<file path="config.mk">
export PLATFORM = sky130hd
export DESIGN_NAME = pulse_width_frame_receiver_flat
export DESIGN_NICKNAME = d
export VERILOG_FILES = /design/src/sv/pwfr_pkg.sv /design/src/sv/pwfr_req_if.sv /design/src/sv/pwfr_rsp_if.sv /design/src/sv/pwfr_csr_if.sv /design/src/sv/pulse_width_frame_receiver.sv /design/src/flat_wrapper.sv
export SDC_FILE = /design/constraint.sdc
export NUM_CORES = 1
export LEC_CHECK = 0
export ABC_CLOCK_PERIOD_IN_PS = 9400
export BUFFER_PORTS_ARGS = -buffer_cell sky130_fd_sc_hd__buf_2
export CORE_AREA = 3 3 257 259
export CTS_BUF_LIST = sky130_fd_sc_hd__clkbuf_4 sky130_fd_sc_hd__clkbuf_8 sky130_fd_sc_hd__clkbuf_16
export CTS_CLUSTER_SIZE = 20
export DETAILED_ROUTE_END_ITERATION = 8
export DIE_AREA = 0 0 260 262
export GPL_TIMING_DRIVEN = 0
export PLACE_DENSITY = 0.51
export SETUP_SLACK_MARGIN = 0.4
export SLEW_MARGIN = 20
export SYNTH_ARGS = -nofsm -noshare
export SYNTH_HDL_FRONTEND = slang
export SYNTH_SLANG_ARGS = --single-unit
</file>
<file path="constraint.sdc">
create_clock -name clock -period 9.4 [get_ports clock]
set_clock_uncertainty 0.05 [all_clocks]
set_input_delay 0.94 -clock clock [delete_from_list [all_inputs] [get_ports clock]]
set_output_delay 0.94 -clock clock [all_outputs]
set_load 0.01 [all_outputs]
</file>
<file path="src/sv/pwfr_pkg.sv">
// Shared widths, timing windows and defaults of the pulse width frame receiver.
`timescale 1ns / 1ps
`default_nettype none
package pwfr_pkg;

   localparam int ChanW  = 2;
   localparam int TimeW  = 31;
   localparam int EnW    = 4;
   localparam int DataW  = 8;
   localparam int IndexW = 6;
   localparam int BitCntW = 3;

   // Receiver slots that exist at all; the channel field cannot name more.
   localparam int MaxSlots = 4;

   localparam int NUM_CHANNELS_DEF = 4;
   localparam int FRAME_BYTES_DEF  = 4;

   // Windows in microseconds.
   localparam logic [TimeW-1:0] HdrLowMin  = TimeW'(67 * 125);
   localparam logic [TimeW-1:0] HdrLowMax  = TimeW'(75 * 125);
   localparam logic [TimeW-1:0] HdrHighMin = TimeW'(30 * 125);
   localparam logic [TimeW-1:0] HdrHighMax = TimeW'(40 * 125);
   localparam logic [TimeW:0]   ZeroMin    = (TimeW + 1)'(6 * 125);
   localparam logic [TimeW:0]   ZeroMax    = (TimeW + 1)'(13 * 125);
   localparam logic [TimeW:0]   OneMin     = (TimeW + 1)'(15 * 125);
   localparam logic [TimeW:0]   OneMax     = (TimeW + 1)'(22 * 125);

endpackage
`default_nettype wire

</file>
<file path="src/sv/pwfr_req_if.sv">
// Edge item channel of the pulse width frame receiver.
`timescale 1ns / 1ps
`default_nettype none
interface pwfr_req_if;
   logic                         valid;
   logic                         ready;
   logic [pwfr_pkg::ChanW-1:0]   channel;
   logic                         pin_level;
   logic [pwfr_pkg::TimeW-1:0]   timestamp;

   modport source (output valid, output channel, output pin_level, output timestamp,
                   input ready);
   modport sink   (input valid, input channel, input pin_level, input timestamp,
                   output ready);
endinterface
`default_nettype wire

</file>
<file path="src/sv/pwfr_rsp_if.sv">
// Result item channel of the pulse width frame receiver.
`timescale 1ns / 1ps
`default_nettype none
interface pwfr_rsp_if;
   logic                          valid;
   logic                          ready;
   logic                          byte_valid;
   logic [pwfr_pkg::DataW-1:0]    data_byte;
   logic [pwfr_pkg::IndexW-1:0]   byte_index;
   logic                          frame_done;
   logic                          aborted;
   logic                          ignored;

   modport source (output valid, output byte_valid, output data_byte, output byte_index,
                   output frame_done, output aborted, output ignored, input ready);
   modport sink   (input valid, input byte_valid, input data_byte, input byte_index,
                   input frame_done, input aborted, input ignored, output ready);
endinterface
`default_nettype wire

</file>
<file path="src/sv/pwfr_csr_if.sv">
// Channel enable write channel of the pulse width frame receiver.
`timescale 1ns / 1ps
`default_nettype none
interface pwfr_csr_if;
   logic                       valid;
   logic                       ready;
   logic [pwfr_pkg::EnW-1:0]   data;

   modport source (output valid, output data, input ready);
   modport sink   (input valid, input data, output ready);
endinterface
`default_nettype wire

</file>
<file path="src/sv/pulse_width_frame_receiver.sv">
// Top level of the pulse width frame receiver: per-channel pulse distance decoding.
`timescale 1ns / 1ps
`default_nettype none
// The block takes one pin edge item per clock (channel, level after the edge,
// 31-bit microsecond timestamp) and returns exactly one result item per edge,
// in order. Throughput is one item per cycle while results are taken as they
// come. An accepted item is held in the input register; from there the decode
// stage (one timestamp subtract, one low+high add and the window compares
// against the selected channel's state) loads the result register. A stalled
// result holds the input register, and then the input, until it is taken.
// A new item can follow in the next cycle on the same channel, since the
// channel state is updated on the same edge that loads the result. A frame
// starts with a low period of 8375..9375 us and a high period of 3750..5000 us;
// each following low+high pair is bit 0 (750..1625 us, exclusive) or bit 1
// (1875..2750 us, exclusive), first bit in bit zero. Every full byte is
// delivered with its index; after FRAME_BYTES bytes the channel's done flag
// sets (sticky until reset) and the channel waits for a new header. Write
// channel_enable only while the block is idle; edges on disabled channels, or
// on channels at or above NUM_CHANNELS, come back marked ignored.
module pulse_width_frame_receiver #(
   parameter int NUM_CHANNELS = pwfr_pkg::NUM_CHANNELS_DEF,
   parameter int FRAME_BYTES  = pwfr_pkg::FRAME_BYTES_DEF
) (
   input  wire logic   clock,
   input  wire logic   reset,
   pwfr_req_if.sink    req,
   pwfr_rsp_if.source  rsp,
   pwfr_csr_if.sink    csr
);

   localparam int NumSlots = (NUM_CHANNELS < pwfr_pkg::MaxSlots) ? NUM_CHANNELS
                                                                 : pwfr_pkg::MaxSlots;
   localparam int ByteW = $clog2(FRAME_BYTES + 1);
   localparam int TimeW = pwfr_pkg::TimeW;
   localparam int ChanW = pwfr_pkg::ChanW;
   localparam int DataW = pwfr_pkg::DataW;
   localparam int BitW  = pwfr_pkg::BitCntW;

   // Configuration
   logic [pwfr_pkg::EnW-1:0] enable_ff;

   // Input register
   logic              in_valid_ff;
   logic [ChanW-1:0]  in_ch_ff;
   logic              in_lvl_ff;
   logic [TimeW-1:0]  in_ts_ff;

   // Per-channel receiver state
   logic [TimeW-1:0]  last_ff  [NumSlots];
   logic [TimeW-1:0]  low_ff   [NumSlots];
   logic              seen_ff  [NumSlots];
   logic              frame_ff [NumSlots];
   logic [BitW-1:0]   bit_ff   [NumSlots];
   logic [ByteW-1:0]  byte_ff  [NumSlots];
   logic [DataW-1:0]  shift_ff [NumSlots];
   logic [NumSlots-1:0] done_ff;

   // Result register
   logic                          rsp_valid_ff;
   logic                          byte_valid_ff;
   logic [DataW-1:0]              data_ff;
   logic [pwfr_pkg::IndexW-1:0]   index_ff;
   logic                          done_out_ff;
   logic                          abort_ff;
   logic                          ignored_ff;

   // Selected channel state and its next value
   logic              advance;
   logic              in_range;
   logic              enabled;
   logic [TimeW-1:0]  cur_last;
   logic [TimeW-1:0]  cur_low;
   logic              cur_seen;
   logic              cur_frame;
   logic [BitW-1:0]   cur_bit;
   logic [ByteW-1:0]  cur_byte;
   logic [DataW-1:0]  cur_shift;
   logic              cur_done;
   logic [TimeW-1:0]  elapsed;
   logic [TimeW:0]    total;
   logic              low_ok;
   logic              high_ok;
   logic [TimeW-1:0]  low_in;
   logic              seen_in;
   logic              frame_in;
   logic [BitW-1:0]   bit_in;
   logic [ByteW-1:0]  byte_in;
   logic [DataW-1:0]  shift_in;
   logic              done_in;
   logic              byte_valid_in;
   logic [DataW-1:0]  data_in;
   logic [pwfr_pkg::IndexW-1:0] index_in;
   logic              done_out_in;
   logic              abort_in;

   // The decode stage moves when the result register is free or being taken.
   assign advance   = in_valid_ff && (!rsp_valid_ff || rsp.ready);
   assign req.ready = !in_valid_ff || advance;
   assign csr.ready = 1'b1;

   always_ff @(posedge clock) begin
      if (reset) begin
         enable_ff <= '0;
      end else if (csr.valid) begin
         enable_ff <= csr.data;
      end
   end

   always_ff @(posedge clock) begin
      if (reset) begin
         in_valid_ff <= 1'b0;
      end else if (req.ready) begin
         in_valid_ff <= req.valid;
      end
   end

   always_ff @(posedge clock) begin
      if (req.valid && req.ready) begin
         in_ch_ff  <= req.channel;
         in_lvl_ff <= req.pin_level;
         in_ts_ff  <= req.timestamp;
      end
   end

   // Pick the addressed channel's state.
   always_comb begin
      in_range  = 32'(in_ch_ff) < NumSlots;
      cur_last  = '0;
      cur_low   = '0;
      cur_seen  = 1'b0;
      cur_frame = 1'b0;
      cur_bit   = '0;
      cur_byte  = '0;
      cur_shift = '0;
      cur_done  = 1'b0;
      for (int s = 0; s < NumSlots; s++) begin
         if (in_ch_ff == ChanW'(s)) begin
            cur_last  = last_ff[s];
            cur_low   = low_ff[s];
            cur_seen  = seen_ff[s];
            cur_frame = frame_ff[s];
            cur_bit   = bit_ff[s];
            cur_byte  = byte_ff[s];
            cur_shift = shift_ff[s];
            cur_done  = done_ff[s];
         end
      end
      enabled = in_range && enable_ff[in_ch_ff];
   end

   // Decode one edge.
   always_comb begin
      elapsed = in_ts_ff - cur_last;
      low_ok  = (cur_low >= pwfr_pkg::HdrLowMin) && (cur_low <= pwfr_pkg::HdrLowMax);
      high_ok = (elapsed >= pwfr_pkg::HdrHighMin) && (elapsed <= pwfr_pkg::HdrHighMax);
      total   = {1'b0, elapsed} + {1'b0, cur_low};

      low_in        = cur_low;
      seen_in       = cur_seen;
      frame_in      = cur_frame;
      bit_in        = cur_bit;
      byte_in       = cur_byte;
      shift_in      = cur_shift;
      done_in       = cur_done;
      byte_valid_in = 1'b0;
      data_in       = '0;
      index_in      = '0;
      abort_in      = 1'b0;

      if (in_lvl_ff) begin
         // Rising edge: a low period ends.
         low_in = elapsed;
         if (!cur_seen) begin
            seen_in = 1'b1;
            if (!cur_frame && !((elapsed >= pwfr_pkg::HdrLowMin) &&
                                (elapsed <= pwfr_pkg::HdrLowMax))) begin
               abort_in = 1'b1;
            end
         end
      end else if (cur_seen) begin
         // Falling edge: a high period ends.
         seen_in = 1'b0;
         if (!cur_frame) begin
            if (low_ok && high_ok) begin
               frame_in = 1'b1;
               bit_in   = '0;
               byte_in  = '0;
            end else begin
               abort_in = 1'b1;
            end
         end else begin
            shift_in = cur_shift >> 1;
            if ((total > pwfr_pkg::ZeroMin) && (total < pwfr_pkg::ZeroMax)) begin
               shift_in[DataW-1] = 1'b0;
            end else if ((total > pwfr_pkg::OneMin) && (total < pwfr_pkg::OneMax)) begin
               shift_in[DataW-1] = 1'b1;
            end else begin
               frame_in = 1'b0;
               abort_in = 1'b1;
            end
            if (frame_in) begin
               bit_in = cur_bit + 1'b1;
               if (bit_in == '0) begin
                  byte_valid_in = 1'b1;
                  data_in       = shift_in;
                  index_in      = pwfr_pkg::IndexW'(cur_byte);
                  byte_in       = cur_byte + 1'b1;
                  if (byte_in >= ByteW'(FRAME_BYTES)) begin
                     done_in  = 1'b1;
                     frame_in = 1'b0;
                  end
               end
            end
         end
      end

      done_out_in = enabled ? done_in : cur_done;
   end

   // Commit the channel state on the edge that loads the result.
   always_ff @(posedge clock) begin
      if (reset) begin
         for (int s = 0; s < NumSlots; s++) begin
            last_ff[s]  <= '0;
            low_ff[s]   <= '0;
            seen_ff[s]  <= 1'b0;
            frame_ff[s] <= 1'b0;
            bit_ff[s]   <= '0;
            byte_ff[s]  <= '0;
            shift_ff[s] <= '0;
         end
         done_ff <= '0;
      end else if (advance && enabled) begin
         for (int s = 0; s < NumSlots; s++) begin
            if (in_ch_ff == ChanW'(s)) begin
               last_ff[s]  <= in_ts_ff;
               low_ff[s]   <= low_in;
               seen_ff[s]  <= seen_in;
               frame_ff[s] <= frame_in;
               bit_ff[s]   <= bit_in;
               byte_ff[s]  <= byte_in;
               shift_ff[s] <= shift_in;
               done_ff[s]  <= done_in;
            end
         end
      end
   end

   always_ff @(posedge clock) begin
      if (reset) begin
         rsp_valid_ff <= 1'b0;
      end else if (advance) begin
         rsp_valid_ff <= 1'b1;
      end else if (rsp.ready) begin
         rsp_valid_ff <= 1'b0;
      end
   end

   // Disabled edges report only the current done flag.
   always_ff @(posedge clock) begin
      if (advance) begin
         byte_valid_ff <= enabled && byte_valid_in;
         data_ff       <= enabled ? data_in : '0;
         index_ff      <= enabled ? index_in : '0;
         done_out_ff   <= done_out_in;
         abort_ff      <= enabled && abort_in;
         ignored_ff    <= !enabled;
      end
   end

   assign rsp.valid      = rsp_valid_ff;
   assign rsp.byte_valid = byte_valid_ff;
   assign rsp.data_byte  = data_ff;
   assign rsp.byte_index = index_ff;
   assign rsp.frame_done = done_out_ff;
   assign rsp.aborted    = abort_ff;
   assign rsp.ignored    = ignored_ff;

   // An accepted item sits in the input register on the next cycle.
   assert property (@(posedge clock) disable iff (reset)
      req.valid && req.ready |=> in_valid_ff)
      else $error("accepted item lost before decode");

   // An ignored edge carries neither a byte nor an abort.
   assert property (@(posedge clock) disable iff (reset)
      rsp.valid && rsp.ignored |-> !rsp.byte_valid && !rsp.aborted)
      else $error("ignored item reports activity");

   // A delivered byte never comes with an abort.
   assert property (@(posedge clock) disable iff (reset)
      rsp.valid && rsp.byte_valid |-> !rsp.aborted)
      else $error("byte delivered on aborted step");

   // Done flags never clear outside reset.
   assert property (@(posedge clock) disable iff (reset)
      (done_ff & $past(done_ff)) == $past(done_ff))
      else $error("sticky done flag cleared");

endmodule
`default_nettype wire
</file>
<file path="src/flat_wrapper.sv">
// flat-port wrapper written by rule: the top's interface ports become plain ports
module pulse_width_frame_receiver_flat 
#(
   parameter int NUM_CHANNELS = pwfr_pkg::NUM_CHANNELS_DEF,
   parameter int FRAME_BYTES  = pwfr_pkg::FRAME_BYTES_DEF
)
  (clock, reset, req_valid, req_channel, req_pin_level, req_timestamp, req_ready, rsp_valid, rsp_byte_valid, rsp_data_byte, rsp_byte_index, rsp_frame_done, rsp_aborted, rsp_ignored, rsp_ready, csr_valid, csr_data, csr_ready);
  pwfr_req_if req_i ();
  pwfr_rsp_if rsp_i ();
  pwfr_csr_if csr_i ();
  input  wire logic clock;
  input  wire logic reset;
  input wire logic [$bits(req_i.valid)-1:0] req_valid;
  input wire logic [$bits(req_i.channel)-1:0] req_channel;
  input wire logic [$bits(req_i.pin_level)-1:0] req_pin_level;
  input wire logic [$bits(req_i.timestamp)-1:0] req_timestamp;
  output wire logic [$bits(req_i.ready)-1:0] req_ready;
  output wire logic [$bits(rsp_i.valid)-1:0] rsp_valid;
  output wire logic [$bits(rsp_i.byte_valid)-1:0] rsp_byte_valid;
  output wire logic [$bits(rsp_i.data_byte)-1:0] rsp_data_byte;
  output wire logic [$bits(rsp_i.byte_index)-1:0] rsp_byte_index;
  output wire logic [$bits(rsp_i.frame_done)-1:0] rsp_frame_done;
  output wire logic [$bits(rsp_i.aborted)-1:0] rsp_aborted;
  output wire logic [$bits(rsp_i.ignored)-1:0] rsp_ignored;
  input wire logic [$bits(rsp_i.ready)-1:0] rsp_ready;
  input wire logic [$bits(csr_i.valid)-1:0] csr_valid;
  input wire logic [$bits(csr_i.data)-1:0] csr_data;
  output wire logic [$bits(csr_i.ready)-1:0] csr_ready;
  assign req_i.valid = req_valid;
  assign req_i.channel = req_channel;
  assign req_i.pin_level = req_pin_level;
  assign req_i.timestamp = req_timestamp;
  assign req_ready = req_i.ready;
  assign rsp_valid = rsp_i.valid;
  assign rsp_byte_valid = rsp_i.byte_valid;
  assign rsp_data_byte = rsp_i.data_byte;
  assign rsp_byte_index = rsp_i.byte_index;
  assign rsp_frame_done = rsp_i.frame_done;
  assign rsp_aborted = rsp_i.aborted;
  assign rsp_ignored = rsp_i.ignored;
  assign rsp_i.ready = rsp_ready;
  assign csr_i.valid = csr_valid;
  assign csr_i.data = csr_data;
  assign csr_ready = csr_i.ready;
  pulse_width_frame_receiver #(.NUM_CHANNELS(NUM_CHANNELS), .FRAME_BYTES(FRAME_BYTES)) u_core (.clock(clock), .reset(reset), .req(req_i), .rsp(rsp_i), .csr(csr_i));
endmodule
</file>
==> metrics, run 1 <==
status=finished, final reports clean; IO Count=64; first-pass GRT wire length=about 91 mm; synth-to-layout area growth=15.5%; Syn Area/Cell=between 10 and 15 sq um; CTS HTree Levels=2; max-cap violations=0; core area=~64000 sq um; clock share of power=0.346; FF-to-FF Start=u_core.in_ch_ff[1]$_DFFE_PP_; Iter 0 DRT Violations=~1100; DRT Pass-1 Iters=5; Slew Viols, Final=0; Yosys warnings=0; pwr/cell area=roughly 200 nW/um^2; most frequent cells in the layout=357 x edfxtp_1, 251 x nor2_1, 139 x and2_1, 107 x nand2_1, 85 x a21oi_1; CP endpoint kind=flip-flop; CP required=9.65 ns; Final Hold Fails=0; Cell Area, Synth=a little over 20000 sq um; CTS buffer count=40; num rows=93; Max VDD drop=134 uV; Least-Margin Pin Slew=1.07 ns; Post-Syn Instances=roughly 1700; Post-synth ARST share=0; Sw Pwr=around 1.5 mW; Hold Slack=~0.43 ns; Worst-path clk slew=0.06 ns; CP max stage cell=or3_1; placed cell areas=between 20000 and 25000 sq um; post-synth top area share=0.524; Hold Path Class=flip-flop to flip-flop; largest net degree at the start of global routing=32; clock latency at the later pin of the worst-skew pair=around 0.58 ns; CP Launch Point=u_core.in_ch_ff[1]$_DFFE_PP_; GRT Resource Usage Total=0.175; relative slew slack=0.290; Period minus WS final=about 8.6 ns; Antenna Cells=0; clock tree buffer depth=3; total grt overflow=0; initial antenna violation count=0; setup TNS=0 ns; Seq pwr share=0.391; #FFs+latches synth=around 370; final setup fails=0; die area=approximately 68000 sq um; most common library cell in the layout ignoring fill and taps=edfxtp_1; EDFF count, synth=around 360; root buffer cell=clkbuf_16; vias in the first global route=between 10000 and 15000; design area=between 20000 and 25000 sq um; NumNets Final=1965; Finished Layout Cells=between 2000 and 3000; setup repair after global routing missed its margin=no; Detail Placement HPWL=42.6 mm; Die Y=between 200 and 300 um; P_int=approximately 3.3 mW; Main synth FF type=edfxtp_1; Clock Sink Count=around 370; critical path class=flip-flop to flip-flop; Die X=260 um; fin worst setup slack=0.785 ns; Leak=8.70 nW; sw frac=0.318; Yosys top cell by area=edfxtp_1; Vias=~15000; hold_sp=u_core.done_ff[0]$_SDFFE_PP0P_; Routed WL=59.4 mm; critical path's largest stage delay=between 0.4 and 0.5 ns; Starting Density=0.319; Detail Route Antenna Nets=0; Setup crit start kind=flip-flop; Synth area leaders=edfxtp_1 52%, mux4_2 8.3%, nor2_1 4.6%; CTS tree=done; Via density=~5.3; RD Place Congestion=slightly below 0.9; Avg WL per Cell=between 20 and 25 um; layout cells sized above 1=0.161; drc violations=0; Power Total=just under 5 mW; pre-CTS setup slack=-1.92 ns; number of I/O port buffers=58; fraction of the yosys area taken by sequential cells=0.534; post-synth cell types=between 80 and 90; crit path DAT=between 8 and 9 ns; Tcrit/Tclk final=0.916; CP max FO=10; Cells after DPL=roughly 2700; final core utilization=0.369; Peak Freq=about 120 MHz; Gate power share=0.263
-- path summary, 6_finish.rpt --
kind / to / slack (ns) / cells past startpoint
setup / recovery: u_core.bit_ff[0][1]$_SDFFCE_PN0P_ / 0.79 / 30
hold / removal: u_core.done_ff[0]$_SDFFE_PP0P_ / 0.43 / 2
setup reg to reg: u_core.bit_ff[0][1]$_SDFFCE_PN0P_ / 0.79 / 30
hold reg to reg: u_core.done_ff[0]$_SDFFE_PP0P_ / 0.43 / 2
-- Yosys cell counts, types with 4 or more instances --
cell and instances:
or4_1 8, nand2_1 107, nand3_1 20, nor2_1 252
nand2b_1 5, or3_1 13, a31o_2 4, buf_1 10
nor3_1 29, nor4_1 14, and4_1 9, o2111ai_1 4
edfxtp_1 357, o21a_1 16, a211oi_1 13, nor2b_1 10
buf_4 5, mux2i_1 52, and3_1 15, o21ai_0 58
a21oi_1 86, xnor2_1 14, a21o_1 16, or2_2 6
clkbuf_1 53, nand4_1 22, o22ai_1 16, inv_1 63
a211o_1 5, nor4b_1 9, and2_1 140, o31ai_1 5
a31oi_1 18, mux4_2 75, ha_1 68, xor2_1 13
dfxtp_1 10, o211ai_1 10, buf_2 14
-- state kept, by name (all words and copies together), names as in the netlist --
register / flops
u_core.last_ff: 124
u_core.in_valid_ff: 1
u_core.done_ff: 4
u_core.in_lvl_ff: 1
u_core.rsp.byte_index: 3
u_core.in_ts_ff: 31
u_core.bit_ff: 12
u_core.in_ch_ff: 2
u_core.shift_ff: 28
u_core.rsp.aborted: 1
u_core.byte_ff: 12
u_core.rsp.data_byte: 8
u_core.seen_ff: 4
u_core.rsp.byte_valid: 1
u_core.frame_ff: 4
u_core.enable_ff: 4
u_core.rsp.ignored: 1
u_core.rsp.valid: 1
u_core.low_ff: 124
u_core.rsp.frame_done: 1
-- layer usage --
layer,wire (um),GRT usage,share of wire
met2,29400,0.304,0.50
met1,25800,0.230,0.43
met4,1560,0.0505,0.026
met3,2620,0.0202,0.044
met5,0,0,0
-- logic make-up (layout without fill, tap and decap cells) --
kind of cell	Yosys count	after routing	share of synthesized area
mux	132	132	0.112
flops	367	367	0.534
buf+inv	149	293	0.0300
other cells	2	4	0.000367
xor+xnor	28	28	0.0124
fa+ha+maj	70	70	0.0435
compound gates	311	311	0.102
simple gates	679	679	0.166
-- worst max-delay path: cells and delay by family, from the launching register on --
family                   cells  cell delay [ns]
multiplexers                 2             0.78
AO/OA/AOI/OAI                8             1.77
XOR/XNOR                     1             0.41
AND/OR/NAND/NOR              6             1.87
adder cells (fa/ha/maj)      2             0.53
buffers and inverters       11             2.58
flip-flops                   1             0.32
-- power by group through the flow --
| stage | combinational, mW | clock, mW | sequential [mW] |
|---|---|---|---|
| 4_1_cts | 1.24 | 1.71 | 1.89 |
| 6_report | 1.27 | 1.67 | 1.88 |
| 3_5_place_dp | 1.22 | 0 | 1.92 |
| 2_1_floorplan | 0.852 | 0 | 1.91 |
| 3_3_place_gp | 1.20 | 0 | 1.92 |
| 5_1_grt | 1.39 | 1.77 | 1.89 |
-- final cells by class --
class	instances	area (sq um)
Fill cell	6250	40500
Sequential cell	367	10900
Multi-Input combinational cell	1224	9090
Clock buffer	54	1130
Tap cell	855	1070
Timing Repair Buffer	70	493
Buffer	86	437
Clock inverter	20	264
Inverter	63	236
-- what timing repair did --
item / CTS / global route
hold buffers: 0 / 0
pin swaps: 0 / 3
buffers inserted: 0 / 3
setup endpoints to repair: 50 / 41
hold endpoints to repair: 0 / 0
gates resized for setup: 37 / 28
Note: power is estimated with default switching activity, not from simulation.
==> run 2, diff against run 1 <==
Settings changed: ABC_AREA from default to 1, CORE_AREA 3 3 257 259 to 3 3 260 262, DIE_AREA 0 0 260 262 to 0 0 263 265.
==> run 2 against run 1 <==
Combinational power about the same. Critical path depth grew 7. Synthesized cell count increased by 42%. Synthesized area grew 1.9%. Critical endpoint is now u_core.done_ff[1]$_SDFFE_PP0P_. Cell area up 0.56%.
==> metrics, run 2 <==
status=finished, final reports clean (unchanged); die area=69700 sq um (was 68100 sq um); CTS buffer count=40 (unchanged); GRT Resource Usage Total=0.188 (was 0.175); CP endpoint kind=flip-flop (unchanged); Gate power share=0.268 (was 0.263); hold_sp=u_core.rsp.valid$_SDFFE_PP0P_ (was u_core.done_ff[0]$_SDFFE_PP0P_); #FFs+latches synth=367 (unchanged); mux cell area share after synthesis=0.000480 (was 0.112); Post-Syn Instances=2473 (was 1738); relative slew slack=0.339 (was 0.290); Vias=17200 (was 14600); Leak=10.3 nW (was 8.70 nW); Die X=263 um (was 260 um); RD Place Congestion=0.876 (was 0.880); design area=23800 sq um (was 23600 sq um); largest family of logic cells by synthesized area=simple AND/OR/NAND/NOR gates (unchanged); CP max stage cell=edfxtp_1 (was or3_1); Post-synth ARST share=0 (unchanged); Detail Route Antenna Nets=0 (unchanged); Sw Pwr=1.58 mW (was 1.53 mW); post-CTS setup buffer count=0 (unchanged); Worst-path clk slew=0.06 ns (about the same); core area=65600 sq um (was 64100 sq um); final core utilization=0.362 (was 0.369); top flop regs=u_core.last_ff (124), u_core.low_ff (124), u_core.in_ts_ff (31) (unchanged); total grt overflow=0 (unchanged); FF-to-FF Start=u_core.in_ch_ff[1]$_DFFE_PP_ (unchanged); fraction of the yosys area taken by sequential cells=0.524 (was 0.534); Yosys top cell by area=edfxtp_1 (unchanged); Yosys warnings=0 (unchanged); most common library cell in the layout ignoring fill and taps=nand2_1 (was edfxtp_1); pwr/cell area=200 nW/um^2 (was 204 nW/um^2); buffer and inverter count on the worst path=10 (was 11); setup TNS=0 ns (unchanged); Final Hold Fails=0 (unchanged); drc violations=0 (unchanged); Synth Area in Simple Gates=0.264 (was 0.166); Detail Placement HPWL=49.5 mm (was 42.6 mm); num rows=94 (was 93); largest net degree at the start of global routing=42 (was 32); Cell Area, Synth=20900 sq um (was 20500 sq um); post-synthesis adder-cell area fraction=0.0427 (was 0.0435); Max VDD drop=126 uV (was 134 uV); Synth area leaders=edfxtp_1 51%, nand2_1 12%, nor2_1 7.8% (was edfxtp_1 52%, mux4_2 8.3%, nor2_1 4.6%); Routed WL=66.7 mm (was 59.4 mm); most frequent cell after synthesis=nand2_1 (was edfxtp_1); Via density=4.95 (was 5.34); Power Total=4.77 mW (was 4.82 mW); most frequent cells in the layout=638 x nand2_1, 434 x nor2_1, 357 x edfxtp_1, 294 x inv_1, 147 x nand3_1 (was 357 x edfxtp_1, 251 x nor2_1, 139 x and2_1, 107 x nand2_1, 85 x a21oi_1); compound-gate portion of the synthesized area=0.0818 (was 0.102); WHS Endpoint=u_core.rsp.valid$_SDFFE_PP0P_ (was u_core.done_ff[0]$_SDFFE_PP0P_); NumNets Final=2696 (was 1965); DRT Pass-1 Iters=6 (was 5); setup repair after global routing missed its margin=no (unchanged); final setup fails=0 (unchanged); vias in the first global route=16900 (was 14900); initial antenna violation count=0 (unchanged); number of I/O port buffers=59 (was 58); Crit path max-delay family=simple AND/OR/NAND/NOR gates (was buffers and inverters); Avg WL per Cell=19.2 um (was 21.7 um); Syn Area/Cell=8.43 sq um (was 11.8 sq um); critical path's largest stage delay=0.55 ns (was 0.42 ns); IO Count=64 (unchanged); placed cell areas=22400 sq um (was 22100 sq um); clock tree buffer depth=3 (unchanged); RR Endpoint=u_core.done_ff[1]$_SDFFE_PP0P_ (was u_core.bit_ff[0][1]$_SDFFCE_PN0P_); CP required=9.83 ns (was 9.65 ns); Slew Viols, Final=0 (unchanged); CP Depth=37 (was 30); CP max FO=10 (unchanged); clock share of power=0.337 (was 0.346); post-synth cell types=54 (was 89); CTS tree=done (unchanged); Clock Sink Count=367 (unchanged); Iter 0 DRT Violations=1560 (was 1095); CP most frequent cell=nand2_1; P_int=3.18 mW (was 3.29 mW); post-synth top area share=0.514 (was 0.524); worst reg2reg setup slack=1.10 ns (was 0.79 ns); Peak Freq=120 MHz (was 116 MHz); Synth top cells by count=642 x nand2_1, 435 x nor2_1, 357 x edfxtp_1 (was 357 x edfxtp_1, 252 x nor2_1, 140 x and2_1); synth-to-layout area growth=14.0% (was 15.5%); reg2reg path depth=37 (was 30); clock latency at the later pin of the worst-skew pair=0.57 ns (was 0.58 ns); Period minus WS final=8.30 ns (was 8.61 ns); first-pass GRT wire length=100 mm (was 90.9 mm); critical path class=flip-flop to flip-flop (unchanged); XOR/XNOR Fraction of Synth Area=0.0122 (was 0.0124); layout cells sized above 1=0.0912 (was 0.161); crit path DAT=8.73 ns (was 8.86 ns); Setup crit start kind=flip-flop (unchanged); hold path depth=2 (unchanged); Antenna Cells=0 (unchanged); CTS HTree Levels=2 (unchanged); root buffer cell=clkbuf_16 (unchanged); max-cap violations=0 (unchanged); Tcrit/Tclk final=0.883 (was 0.916); Least-Margin Pin Slew=0.988 ns (was 1.07 ns); Main synth FF type=edfxtp_1 (unchanged); EDFF count, synth=357 (unchanged); Die Y=265 um (was 262 um); Seq pwr share=0.395 (was 0.391); Starting Density=0.318 (was 0.319); sw frac=0.332 (was 0.318); Hold Path Class=flip-flop to flip-flop (unchanged)
==> run 2: per-layer routing <==
metal / routed length, um / GRT usage / part of all wire
met4: 2340 / 0.0656 / 0.035
met2: 32200 / 0.324 / 0.48
met1: 28700 / 0.242 / 0.43
met5: 0 / 0 / 0
met3: 3440 / 0.0257 / 0.052
==> run 2: layout make-up <==
class                   count  area [sq um]
fillers                  6880         41900
flip-flops and latches    367         10900
multi-input cells        1720          8420
inverters                 309          1160
well taps                 864          1080
clock buffers              49          1070
repair buffers             67           470
plain buffers              78           402
clock inverters            21           244
==> run 2: cell families (layout without fill, tap and decap cells) <==
family / count (synthesis) / count (layout)
flip-flops: 367 / 367
other: 2 / 4
multiplexers: 1 / 1
AO/OA/AOI/OAI: 283 / 283
XOR/XNOR: 29 / 29
adder cells (fa/ha/maj): 70 / 70
AND/OR/NAND/NOR: 1333 / 1333
buffers and inverters: 388 / 524
==> run 2: power groups by stage <==
stage	Combinational (mW)	Clock, mW	Sequential, mW
finish	1.28	1.61	1.88
global route	1.43	1.70	1.89
CTS	1.27	1.64	1.88
detailed placement	1.27	0	1.92
global placement	1.25	0	1.93
floorplan	0.872	0	1.91
==> run 2: worst max path at each step <==
stage	to	from	slack (ns)
2_1_floorplan	u_core.rsp.data_byte[1]$_SDFFCE_PP0P_	u_core.in_ch_ff[1]$_DFFE_PP_	3.71
3_3_place_gp	u_core.rsp.frame_done$_DFFE_PP_	u_core.in_ch_ff[1]$_DFFE_PP_	0.36
3_5_place_dp	u_core.done_ff[1]$_SDFFE_PP0P_	u_core.in_ch_ff[1]$_DFFE_PP_	0.40
4_1_cts	u_core.rsp.data_byte[3]$_SDFFCE_PP0P_	u_core.in_ch_ff[1]$_DFFE_PP_	0.54
5_1_grt	u_core.byte_ff[1][2]$_SDFFCE_PN0P_	u_core.in_ch_ff[1]$_DFFE_PP_	0.47
6_report	u_core.done_ff[1]$_SDFFE_PP0P_	u_core.in_ch_ff[1]$_DFFE_PP_	1.10
==> run 2: stage by stage <==
stage / hold slack [ns] / std cells / worst slack, ns
6_report: 0.444 / 3475 / 1.10
5_1_grt: 0.464 / 3475 / 0.470
4_1_cts: 0.445 / 3476 / 0.544
3_5_place_dp: 0.436 / 3406 / 0.403
3_3_place_gp: 0.419 / 3398 / 0.360
2_1_floorplan: 0.403 / 2475 / 3.71
==> run 2: worst register-to-register path: cells and delay by family, from the launching register on <==
kind                       cells  cell delay (ns)
AOI/OAI and AO/OA              5             1.12
and+or+nand+nor               19             2.66
DFF                            1             0.55
adders and majority gates      2             0.88
buffers and inverters         10             2.41
xor gates and xnor gates       1             0.53
==> run 2: what timing repair did <==
| item | in CTS | in global routing |
|---|---|---|
| gates resized for setup | 1 | 10 |
| endpoints found under the setup margin | 10 | 47 |
| hold buffers | 0 | 0 |
